<file path="config.mk">
export PLATFORM = sky130hd
export DESIGN_NAME = pidsa_scale
export DESIGN_NICKNAME = d
export VERILOG_FILES = /design/src/hw/rtl/pidsa_pkg.sv /design/src/hw/rtl/pidsa_scale.sv
export SDC_FILE = /design/constraint.sdc
export NUM_CORES = 1
export LEC_CHECK = 0
export BUFFER_PORTS_ARGS = -buffer_cell sky130_fd_sc_hd__buf_2
export CORE_UTILIZATION = 45
export DETAILED_ROUTE_END_ITERATION = 8
export PLACE_DENSITY_LB_ADDON = 0.3
export SLEW_MARGIN = 20
export SYNTH_ARGS = -nofsm -noshare
export SYNTH_HDL_FRONTEND = slang
export SYNTH_SLANG_ARGS = --single-unit
</file>
<file path="constraint.sdc">
create_clock -name clk_i -period 18.4 [get_ports clk_i]
set_input_delay 3.68 -clock clk_i [delete_from_list [all_inputs] [get_ports clk_i]]
set_output_delay 3.68 -clock clk_i [all_outputs]
set_load 0.05 [all_outputs]
</file>
<file path="src/hw/rtl/pidsa_pkg.sv">
package pidsa_pkg;

  localparam int unsigned PIX_W      = 14;
  localparam int unsigned GAIN_W     = 16;
  localparam int unsigned DRV_W      = 16;
  localparam int unsigned ERR_W      = PIX_W + 1;
  localparam int unsigned PD_W       = 33;
  localparam int unsigned GIE_W      = 31;
  localparam int unsigned ACC_EXTRA  = 17;
  localparam int unsigned CFG_IDX_W  = 3;
  localparam int unsigned CFG_DATA_W = 16;

  typedef enum logic [CFG_IDX_W-1:0] {
    CFG_SETPOINT    = 3'd0,
    CFG_SEP_THRESH  = 3'd1,
    CFG_GAIN_P      = 3'd2,
    CFG_GAIN_I      = 3'd3,
    CFG_GAIN_D      = 3'd4,
    CFG_DRIVE_UPPER = 3'd5,
    CFG_DRIVE_LOWER = 3'd6
  } cfg_idx_e;

  localparam logic [PIX_W-1:0]         SETPOINT_RST   = 14'd3520;
  localparam logic [PIX_W-1:0]         SEP_THRESH_RST = 14'd2400;
  localparam logic [GAIN_W-1:0]        GAIN_P_RST     = 16'd307;
  localparam logic [GAIN_W-1:0]        GAIN_I_RST     = 16'd26;
  localparam logic [GAIN_W-1:0]        GAIN_D_RST     = 16'd0;
  localparam logic signed [DRV_W-1:0]  UPPER_RST      = 16'sd6144;
  localparam logic signed [DRV_W-1:0]  LOWER_RST      = -16'sd6144;

  localparam logic signed [DRV_W-1:0]  DRIVE_MAX      = 16'sh7FFF;
  localparam logic signed [DRV_W-1:0]  DRIVE_MIN      = 16'sh8000;

  typedef struct packed {
    logic [PIX_W-1:0]        setpoint;
    logic [PIX_W-1:0]        sep_thresh;
    logic [GAIN_W-1:0]       gain_p;
    logic [GAIN_W-1:0]       gain_i;
    logic [GAIN_W-1:0]       gain_d;
    logic signed [DRV_W-1:0] drive_upper;
    logic signed [DRV_W-1:0] drive_lower;
  } cfg_t;

  // Word handed from the error stage to the integral stage.
  typedef struct packed {
    logic signed [ERR_W-1:0] err;
    logic                    active;
    logic signed [PD_W-1:0]  pd;
    logic signed [GIE_W-1:0] gie;
  } front_t;

endpackage

</file>
<file path="src/hw/rtl/pidsa_scale.sv">
module pidsa_scale import pidsa_pkg::*; #(
  parameter int unsigned SCALE_DIVISOR = 220,
  parameter int unsigned SUM_WIDTH     = 32
) (
  input  logic                                  clk_i,
  input  logic                                  rst_ni,
  input  logic                                  valid_i,
  output logic                                  ready_o,
  input  logic signed [SUM_WIDTH+ACC_EXTRA-1:0] acc_i,
  input  logic                                  active_i,
  output logic                                  valid_o,
  input  logic                                  ready_i,
  output logic signed [DRV_W-1:0]               drive_value_o,
  output logic                                  integral_active_o,
  output logic                                  drive_saturated_o
);

  localparam int unsigned ACC_W   = SUM_WIDTH + ACC_EXTRA;
  localparam int unsigned MAG_W   = $clog2(32769 * SCALE_DIVISOR);
  localparam int unsigned LOG_DIV = $clog2(SCALE_DIVISOR);
  localparam int unsigned SHIFT   = MAG_W + LOG_DIV;
  localparam int unsigned PROD_W  = 2 * MAG_W + 1;
  localparam logic [PROD_W-1:0] RECIP =
    PROD_W'(((64'd1 << SHIFT) + 64'(SCALE_DIVISOR) - 64'd1) / 64'(SCALE_DIVISOR));
  localparam logic signed [ACC_W-1:0] SAT_HI = ACC_W'(32768 * SCALE_DIVISOR);
  localparam logic signed [ACC_W-1:0] SAT_LO = -(ACC_W'(32769 * SCALE_DIVISOR));

  logic                    d_valid_q, d_valid_d;
  logic                    d_sat_hi_q, d_sat_lo_q, d_neg_q, d_active_q;
  logic [MAG_W-1:0]        d_mag_q;
  logic                    e_valid_q, e_valid_d;
  logic signed [DRV_W-1:0] drive_q, drive_d;
  logic                    sat_q, active_q;

  logic                    d_ready, e_ready, d_load, e_load;
  logic signed [ACC_W-1:0] acc_abs;
  logic [PROD_W-1:0]       prod;
  logic [DRV_W-1:0]        q_mag;

  assign e_ready = !e_valid_q || ready_i;
  assign d_ready = !d_valid_q || e_ready;
  assign d_load  = valid_i && d_ready;
  assign e_load  = d_valid_q && e_ready;

  always_comb begin
    acc_abs = acc_i[ACC_W-1] ? -acc_i : acc_i;

    // exact truncating divide by reciprocal for magnitudes below 2^MAG_W
    prod  = PROD_W'(d_mag_q) * RECIP;
    q_mag = prod[SHIFT +: DRV_W];
    if (d_sat_hi_q) begin
      drive_d = DRIVE_MAX;
    end else if (d_sat_lo_q) begin
      drive_d = DRIVE_MIN;
    end else if (d_neg_q) begin
      drive_d = -$signed(q_mag);
    end else begin
      drive_d = $signed(q_mag);
    end

    d_valid_d = d_load ? 1'b1 : (e_load ? 1'b0 : d_valid_q);
    e_valid_d = e_load ? 1'b1 : (ready_i ? 1'b0 : e_valid_q);
  end

  always_ff @(posedge clk_i or negedge rst_ni) begin
    if (!rst_ni) begin
      d_valid_q <= 1'b0;
      e_valid_q <= 1'b0;
    end else begin
      d_valid_q <= d_valid_d;
      e_valid_q <= e_valid_d;
    end
  end

  always_ff @(posedge clk_i) begin
    if (d_load) begin
      d_sat_hi_q <= (acc_i >= SAT_HI);
      d_sat_lo_q <= (acc_i <= SAT_LO);
      d_neg_q    <= acc_i[ACC_W-1];
      d_mag_q    <= acc_abs[MAG_W-1:0];
      d_active_q <= active_i;
    end
    if (e_load) begin
      drive_q  <= drive_d;
      sat_q    <= d_sat_hi_q || d_sat_lo_q;
      active_q <= d_active_q;
    end
  end

  assign ready_o           = d_ready;
  assign valid_o           = e_valid_q;
  assign drive_value_o     = drive_q;
  assign integral_active_o = active_q;
  assign drive_saturated_o = sat_q;

endmodule

</file>
==> metrics.md, run 1 <==
| Metric | Value |
|---|---|
| Final WS setup | 10.51 ns |
| Clock latency on the worst-skew pair | about 0.30 ns |
| Largest net degree at the start of global routing | 29 |
| Worst min-delay path category | flop to flop |
| Slew HR | a little over two fifths |
| RSZ-0062 raised after global routing | false |
| Seq cells post-synth | 47 |
| Most frequent cells in the layout | 246 x inv_1, 221 x ha_1, 143 x fa_1, 73 x buf_2, 56 x nand2_1 |
| CTS buffer count | 5 |
| Syn Area/Cell | a little under 10 sq um |
| Vias | approximately 7,800 |
| Final hold viol count | 0 |
| CTS root buf | clkbuf_16 |
| Most used cell, CP | buf_2 |
| CP endpoint kind | output pin |
| Port Buf Inserts | 73 |
| ANT nets after route | 0 |
| Global route overflow | 0 |
| Worst Path Max Fanout | 3 |
| Crit path largest cell delay | roughly 0.24 ns |
| Final Non-Filler Cells | around 1,500 |
| DRC Markers | 0 |
| Post-synth EDFFs | between 40 and 50 |
| Antenna Cells | 0 |
| Final nets | between 1,500 and 2,000 |
| First-pass DRT Iterations | 5 |
| Number of vias per cell | roughly 5.3 |
| Drt wl/cell | ~16 um |
| Setup Fix Bufs, Post-CTS | 0 |
| Clk slew on worst S/H paths | 0.08 ns |
| DRT iter0 DRCs | around 350 |
| Die ar. | between 0.02 and 0.025 sq mm |
| Clock Sink Count | 47 |
| YS warnings | 0 |
| CTS max path bufs | 2 |
| H-tree Lvls | 2 |
| Vias in the first global route | about 8,100 |
| Die Y | roughly 160 um |
| Pre-CTS setup slack | roughly 11 ns |
| Max cap viols | 0 |
| CP Launch Type | input pin |
| Synth-to-Final Area Change | 7.78% |
| First-pass GRT wire length | roughly 41,000 um |
| Synth Cell Area | ~0.011 sq mm |
| HPWL after DPL | about 21,000 um |
| Die width | ~160 um |
| Worst path arrival time | roughly 4.2 ns |
| Delay-heaviest family, CP | buffers and inverters |
| CP cell instances | buf_2 -> nand3b_1 -> buf_2 |
| CP required | approximately 15 ns |
| Synthesized Nets | roughly 1,500 |
| Fin. max-slew vios | 0 |
| Total negative slack | 0 ns |
| Post-cts resize count | 0 |
| Most common cell after layout, fill and taps aside | inv_1 |
| Total GRT Usage | a little over a fifth |
| Primary FF master, synth | edfxtp_1 |
| CP max stage cell | buf_2 |
| Fin crit share | 42.9% |
| Synth unique cells | between 70 and 80 |
| WP buf/inv | 2 |
| Status | finished, final reports clean |
| Asr flop ratio synth | under 10% |
| Synthesized instance count | ~1,100 |
| Placed Cells | approximately 1,500 |
| I/O pin cnt | between 70 and 80 |
| Initial Utilization | 45.7% |
| Setup violators final | 0 |
| Layout cells sized above 1 | a little under a tenth |
| Fmax | 0.127 GHz |
| Total wire length | approximately 24,000 um |
| Min Tclk post-route | between 7 and 8 ns |
| Slew @ Worst Pin | between 0.8 and 0.9 ns |
| Initial antenna violation count | 0 |
| Rows | 56 |
| CTS tree | built |
| Post-Route Skew | about 0.0099 ns |
| Final GP Congestion | 0.950 |
| Post-synthesis sequential area ratio | about an eighth |
| Crit Path Category | input pin to output pin |
| Core area | 0.0234 sq mm |
| Post-CTS Hold Buffers | 0 |
worst register-to-register path: cells and delay by family, from the launching register on:
family | cells | cell delay [ns]
buffers and inverters | 4 | 0.41
AND/OR/NAND/NOR | 3 | 0.72
adder cells (fa/ha/maj) | 8 | 3.95
multiplexers | 1 | 0.37
flip-flops | 1 | 0.56
AO/OA/AOI/OAI | 6 | 1.69
Yosys cell counts, types with 4 or more instances:
library cell	number	area (sq um)
inv_1	246	923
ha_1	221	2770
fa_1	143	2860
nand2_1	56	210
o21ai_0	55	275
edfxtp_1	45	1350
a21oi_1	44	220
nor2_1	31	116
xnor2_1	28	245
nand4_1	22	138
nand3_1	16	80.1
nor4_1	13	81.3
o31ai_1	12	90.1
xor2_1	12	105
clkbuf_1	9	33.8
nor3_1	9	45.0
a211oi_1	8	60.1
nand2b_1	8	50.1
a21o_1	7	52.6
o211ai_1	7	52.6
o41ai_1	6	52.6
or3_1	6	37.5
and2_1	5	31.3
a211o_1	4	35.0
or2_2	4	25.0
or4_1	4	30.0
stage by stage:
stage | util [%] | area (sq um) | hold WS (ns)
detailed placement | 48.5 | 11400 | 0.424
global route | 49.2 | 11500 | 0.450
global placement | 48.5 | 11300 | 0.421
finish | 49.2 | 11500 | 0.441
floorplan | - | 10700 | 0.400
CTS | 49.2 | 11500 | 0.443
sequential cells by signal (all words and copies together) (netlist names):
| name | count |
|---|---|
| valid_o | 1 |
| d_sat_lo_q | 1 |
| d_active_q | 1 |
| d_neg_q | 1 |
| drive_value_o | 16 |
| d_valid_q | 1 |
| integral_active_o | 1 |
| d_sat_hi_q | 1 |
| drive_saturated_o | 1 |
| d_mag_q | 23 |
path summary, 6_finish.rpt:
path | endpoint | slack, ns | cells after the start | startpoint
worst min-delay path | integral_active_o | 0.44 | 0 | d_active_q
worst max register to register | drive_value_o[15] | 10.54 | 22 | d_mag_q[9]
min in group asynchronous | d_valid_q | 3.15 | 1 | rst_ni
max in group asynchronous | valid_o | 15.16 | 1 | rst_ni
worst max-delay path | ready_o | 10.51 | 3 | ready_i
worst min register to register | integral_active_o | 0.44 | 0 | d_active_q
cell type report:
class	instances	area, sq um
Timing Repair Buffer	74	380
Tap cell	319	399
Multi-Input combinational cell	785	8260
Clock buffer	5	125
Sequential cell	47	1400
Fill cell	2208	11900
Inverter	246	923
Clock inverter	3	28.8
routing by layer:
metal	part of all wire, %	global-route usage, %
met1	49	29.5
met2	47	36.4
met3	3.4	2.58
met4	1.1	3.27
met5	0	0
logic make-up after synthesis:
logic type | share of synthesized area, %
compound gates | 11.0
xor+xnor | 3.43
fa+ha+maj | 52.7
buf+inv | 9.60
flops | 13.1
mux | 0.105
simple gates | 10.1
Power of run 1 is left out: the tool's default activity adds up to more than one toggle a clock period on the data nets, which glitch-free logic cannot reach.
==> inputs of run 2 (changes only) <==
--- a/config.mk
+++ b/config.mk
@@ -5,6 +5,7 @@
 export SDC_FILE = /design/constraint.sdc
 export NUM_CORES = 1
 export LEC_CHECK = 0
+export ABC_AREA = 1
 export BUFFER_PORTS_ARGS = -buffer_cell sky130_fd_sc_hd__buf_2
 export CORE_UTILIZATION = 45
 export DETAILED_ROUTE_END_ITERATION = 8
==> constraint.sdc (replaced) <==
create_clock -name clk_i -period 6.55 [get_ports clk_i]
set_input_delay 1.31 -clock clk_i [delete_from_list [all_inputs] [get_ports clk_i]]
set_output_delay 1.31 -clock clk_i [all_outputs]
set_load 0.05 [all_outputs]
==> run 2 against run 1 <==
Sequential share of layout area is 2.1 points lower. Via count is 28% higher. Final area is 20% higher. Wire length is 24% higher. Global-route usage is 2.3 points higher. Setup slack worse by 10 ns. Critical endpoint is now drive_value_o[2]. Critical path depth is 24 higher. Hold slack better by 0.019 ns. Sequential cell count stayed put. Clock-buffer cell count is 1 higher. Largest cell class unchanged. Utilization is 3.9 points higher. Non-clock buffer count is 65 higher. Critical path type is now flop to flop.
==> metrics.md, run 2 <==
| Metric | Value |
|---|---|
| Status | finished, final reports clean |
| Most frequent cells in the layout | 412 x inv_1, 353 x nand2_1, 211 x ha_1, 140 x fa_1, 81 x nor2_1 |
| Crit Path Category | flop to flop |
| Cell taking the most area after synthesis | fa_1 |
| Clock Sink Count | 47 |
| Number of flip-flops in the largest register | 23 |
| Initial Utilization | 46.0% |
| M2 GR Usage | between 40% and 50% |
| Largest net degree at the start of global routing | 27 |
| Post-synth EDFFs | between 40 and 50 |
| CTS max path bufs | 2 |
| Core area | between 0.02 and 0.03 sq mm |
| HPWL after DPL | between 20,000 and 30,000 um |
| CTS root buf | clkbuf_16 |
| Total GRT Usage | roughly a quarter |
| Synth top area cells | fa_1 24%, ha_1 23%, inv_1 13% |
| First-pass DRT Iterations | 5 |
| Most common cell after layout, fill and taps aside | inv_1 |
| Port Buf Inserts | 73 |
| Drt wl/cell | about 15 um |
| Final GP Congestion | slightly below 1 |
| Met1 Use GR | 32.6% |
| Die Y | about 170 um |
| Pre-CTS setup slack | -0.0781 ns |
| Clock latency on the worst-skew pair | roughly 0.31 ns |
| Worst path arrival time | 6.37 ns |
| Synthesized instance count | 1,565 |
| CP required | between 6 and 7 ns |
| Fin crit share | roughly 96% |
| Synth Cell Area | approximately 0.012 sq mm |
| Synth-to-Final Area Change | 15.5% |
| Met3 GRT Util | ~2.1% |
| Primary FF master, synth | edfxtp_1 |
| ANT nets after route | 0 |
| Rows | 59 |
| Synthesized Nets | between 1,500 and 2,000 |
| Final hold viol count | 0 |
| First-pass GRT wire length | slightly below 50,000 um |
| Core Util, Final | 53.1% |
| CTS buffer count | 5 |
| DRC Markers | 0 |
| Worst min-delay path category | flop to flop |
| Fmax | approximately 0.16 GHz |
| Synth unique cells | 42 |
| Slew @ Worst Pin | 0.834 ns |
| Final WS setup | 0.242 ns |
| Most common library cells after synthesis | 419 x inv_1, 381 x nand2_1, 221 x ha_1 |
| CTS tree | built |
| Global route overflow | 0 |
| DRT iter0 DRCs | between 400 and 500 |
| Post-synthesis sequential area ratio | 11.7% |
| Clk slew on worst S/H paths | approximately 0.070 ns |
| Die width | around 170 um |
| I/O pin cnt | between 70 and 80 |
| Post-Route Skew | around 0.006 ns |
| Syn Area/Cell | between 7 and 8 sq um |
| CP Launch Type | flop |
| Worst Path Max Fanout | 4 |
| YS warnings | 0 |
| Post-CTS Hold Buffers | 0 |
| Most Used Layer, Global Route | met2 |
| Number of vias per cell | roughly 5 |
| Min Tclk post-route | approximately 6.3 ns |
| Antenna Cells | 0 |
| Synth top area share | 23.8% |
| H-tree Lvls | 2 |
| Die ar. | about 0.027 sq mm |
| Max cap viols | 0 |
| Final nets | about 2,100 |
| Setup violators final | 0 |
| Largest register by flop count | d_mag_q |
| Layout cells sized above 1 | between 15 and 20% |
| Seq cells post-synth | 47 |
| Most common cell in the netlist | inv_1 |
| Vias in the first global route | ~10,000 |
| CP endpoint kind | flop |
| Asr flop ratio synth | 4.26% |
| Initial antenna violation count | 0 |
| Vias | around 10,000 |
| Total wire length | ~30,000 um |
| Slew HR | a little over two fifths |
| Fin. max-slew vios | 0 |
-- run 2: cell types whose count changed after synthesis, sizes merged, moves of 11 or more --
cell   change
a21oi     -12
o21ai     -37
nand3     +44
xnor2     -22
nor3      +11
nand2    +342
nor2      +87
inv      +175
-- run 2: path summary, 6_finish.rpt --
| path | slack (ns) | end | start | cells past startpoint |
|---|---|---|---|---|
| min in group asynchronous | 0.77 | d_valid_q | rst_ni | 1 |
| max in group asynchronous | 5.69 | valid_o | rst_ni | 1 |
| worst min-delay path | 0.46 | integral_active_o | d_active_q | 0 |
| worst max register to register | 0.24 | drive_value_o[2] | d_mag_q[10] | 27 |
| worst max-delay path | 0.24 | drive_value_o[2] | d_mag_q[10] | 27 |
| worst min register to register | 0.46 | integral_active_o | d_active_q | 0 |
-- run 2: cell families (layout without fill, tap and decap cells) --
family | count (synthesis) | count (layout) | share of synthesized area, %
flip-flops | 47 | 47 | 11.7
buffers and inverters | 428 | 569 | 13.6
XOR/XNOR | 22 | 22 | 1.60
AND/OR/NAND/NOR | 628 | 628 | 22.6
adder cells (fa/ha/maj) | 364 | 364 | 46.9
AO/OA/AOI/OAI | 76 | 76 | 3.68
-- run 2: metrics by stage --
step                TNS (ns)  instances  hold WS (ns)  instance area, sq um
floorplan                  0       1565         0.400                 12000
global placement           0       2019         0.426                 13100
detailed placement    -0.312       2019         0.461                 13100
CTS                 -0.00220       2027         0.466                 13300
global route          -0.146       2041         0.471                 13900
finish                     0       2041         0.459                 13900
-- run 2: worst max-delay path, cell delays in order, from the launching register on --
cell and delay [ns]:
edfxtp_1 0.38, inv_2 0.08, fa_1 0.57, fa_2 0.43
fa_1 0.48, inv_1 0.06, fa_2 0.55, fa_2 0.44
fa_1 0.54, inv_1 0.05, fa_1 0.52, inv_1 0.06
ha_4 0.24, nand2_4 0.10, inv_1 0.05, nand2_1 0.07
nand2_2 0.08, nand3_1 0.07, o21ai_1 0.07, nor2_1 0.13
nand2_1 0.06, nand2_1 0.08, nand2_2 0.11, ha_4 0.19
buf_4 0.13, nor3_1 0.25, o31ai_2 0.10, buf_4 0.16
-- run 2: area by class of cell --
| class | count | area (sq um) |
|---|---|---|
| flip-flops and latches | 47 | 1400 |
| repair buffers | 139 | 872 |
| fillers | 2504 | 12300 |
| clock inverters | 2 | 60.1 |
| clock buffers | 6 | 129 |
| multi-input cells | 1090 | 9410 |
| inverters | 422 | 1580 |
| well taps | 335 | 419 |
-- run 2: per-layer routing --
metal	part of all wire, %	wire length [um]
met5	0	0
met1	47	14100
met4	1.6	471
met2	47	14100
met3	4.6	1400
-- run 2: timing repair --
item / in CTS / in global routing
resized for setup: 7 / 102
setup buffers: 0 / 14
endpoints found under the setup margin: 10 / 15
pin swaps: 0 / 38
Power of run 2 is left out for the same reason.
==> inputs of run 3 (changes only) <==
--- a/config.mk
+++ b/config.mk
@@ -5,7 +5,6 @@
 export SDC_FILE = /design/constraint.sdc
 export NUM_CORES = 1
 export LEC_CHECK = 0
-export ABC_AREA = 1
 export BUFFER_PORTS_ARGS = -buffer_cell sky130_fd_sc_hd__buf_2
 export CORE_UTILIZATION = 45
 export DETAILED_ROUTE_END_ITERATION = 8
==> run 3 against run 2 <==
Critical path type unchanged. Fmax shrank 11%. Highest routed layer unchanged. Critical path depth shrank 2. Via count fell by 16%. The flow now finishes with violations (negative setup slack). Critical endpoint is now drive_value_o[11].
==> metrics.md, run 3 (synthesis results as in run 1) <==
| Metric | Value |
|---|---|
| Status | complete, but fails checks |
| Failing checks | negative setup slack |
| Rows | 56 |
| Max cap viols | 0 |
| R2R Path Start | d_mag_q[8] |
| Port Buf Inserts | between 70 and 80 |
| Final GP Congestion | between 0.9 and 1 |
| Initial antenna violation count | 0 |
| CTS root buf | clkbuf_16 |
| Final WS setup | -0.533 ns |
| Worst Hold Launch | d_active_q |
| First-pass GRT wire length | 43,700 um |
| Synth-to-Final Area Change | 23.4% |
| Worst min-delay path category | flop to flop |
| WP buf/inv | 7 |
| Drt wl/cell | approximately 16 um |
| Worst Path Max Fanout | 5 |
| DRT iter0 DRCs | 309 |
| Most used cell, CP | fa_1 |
| Total wire length | 26,200 um |
| Fin crit share | 108% |
| CTS max path bufs | 2 |
| Crit Path Category | flop to flop |
| Slew @ Worst Pin | slightly below 1 ns |
| ANT nets after route | 0 |
| Clock Sink Count | between 40 and 50 |
| H-tree Lvls | 2 |
| Worst path arrival time | approximately 7.1 ns |
| Largest register by flop count | d_mag_q |
| CP endpoint kind | flop |
| Core Util, Final | between 50% and 60% |
| CP startpoint | d_mag_q[8] |
| Min Tclk post-route | 7.08 ns |
| RSZ-0062 raised after global routing | true |
| Final nets | roughly 1,700 |
| Hold_ws | 0.437 ns |
| Fmax | 0.141 GHz |
| CTS tree | built |
| Most common cell after layout, fill and taps aside | inv_1 |
| Antenna Cells | 0 |
| CP required | approximately 6.6 ns |
| Crit path largest cell delay | approximately 0.58 ns |
| Placed Cells | 1,604 |
| Final Non-Filler Cells | 1,635 |
| Slew HR | around a third |
| Core area | 0.0234 sq mm |
| Number of flip-flops in the largest register | 23 |
| Final hold viol count | 0 |
| I/O pin cnt | 74 |
| Clk slew on worst S/H paths | 0.08 ns |
| CTS buffer count | 5 |
| HPWL after DPL | between 20,000 and 25,000 um |
| Die width | roughly 160 um |
| DRC Markers | 0 |
| Setup violators final | 15 |
| Global route overflow | 0 |
| Fin. max-slew vios | 0 |
| CP max stage cell | or4_4 |
| Number of vias per cell | approximately 5.1 |
| Layout cells sized above 1 | 25.3% |
| Initial Utilization | ~46% |
| Total GRT Usage | 23.1% |
| Post-Route Skew | approximately 0.016 ns |
| Largest net degree at the start of global routing | 29 |
| Delay-heaviest family, CP | adder cells |
| Vias | ~8,400 |
| First-pass DRT Iterations | 4 |
| Die ar. | 0.0244 sq mm |
| Vias in the first global route | around 9,000 |
| CP Launch Type | flop |
| Die Y | between 150 and 200 um |
| Clock latency on the worst-skew pair | 0.31 ns |
| Most frequent cells in the layout | 231 x inv_1, 210 x ha_1, 144 x buf_4, 137 x fa_1, 73 x buf_2 |
## run 3: cell types whose count changed in the layout (fill, tap and decap cells not counted), moves of 29 or more
cell	before	now
nand2_1	353	54
inv_1	412	231
buf_4	63	144
nor2_1	81	27
nand3_1	52	12
nand2_2	35	1
o21ai_0	16	45
## run 3: cell type report
class                      count  area, sq um
clock buffer                   5          125
clock inverter                 3         28.8
fill                        2096        10200
inverter                     246          926
multi-input combinational    785         8710
sequential                    47         1400
tap                          319          399
timing repair buffer         230         1590
## run 3: worst paths after layout
kind	end	slack, ns	depth (start not counted)
max	drive_value_o[11]	-0.53	25
min	integral_active_o	0.44	0
max reg2reg	drive_value_o[11]	-0.53	25
min reg2reg	integral_active_o	0.44	0
max in group asynchronous	d_valid_q	5.69	1
min in group asynchronous	valid_o	0.76	1
## run 3: what timing repair did
item,4_1_cts,5_1_grt
setup buffers,10,13
resized for setup,42,42
pin swaps,10,24
setup endpoints to repair,15,15
endpoints found under the hold margin,0,0
hold buffers,0,0
## run 3: routing by layer
metal  part of all wire (%)  vias to the layer above  track usage (%)
li1                       -                     4154                -
met1                     43                     4053             28.3
met2                     50                      164             42.1
met3                    3.7                       45             2.86
met4                    3.0                        0             7.05
met5                      0                        -                0
## run 3: through the flow
| step | setup TNS [ns] | area, sq um | setup WS (ns) |
|---|---|---|---|
| 2_1_floorplan | -2.44 | 10800 | -0.362 |
| 3_3_place_gp | -5.30 | 12500 | -0.578 |
| 3_5_place_dp | -6.65 | 12500 | -0.677 |
| 4_1_cts | -4.86 | 12900 | -0.520 |
| 5_1_grt | -9.31 | 13200 | -0.779 |
| 6_report | -5.49 | 13200 | -0.533 |
Power of run 3 is left out for the same reason.
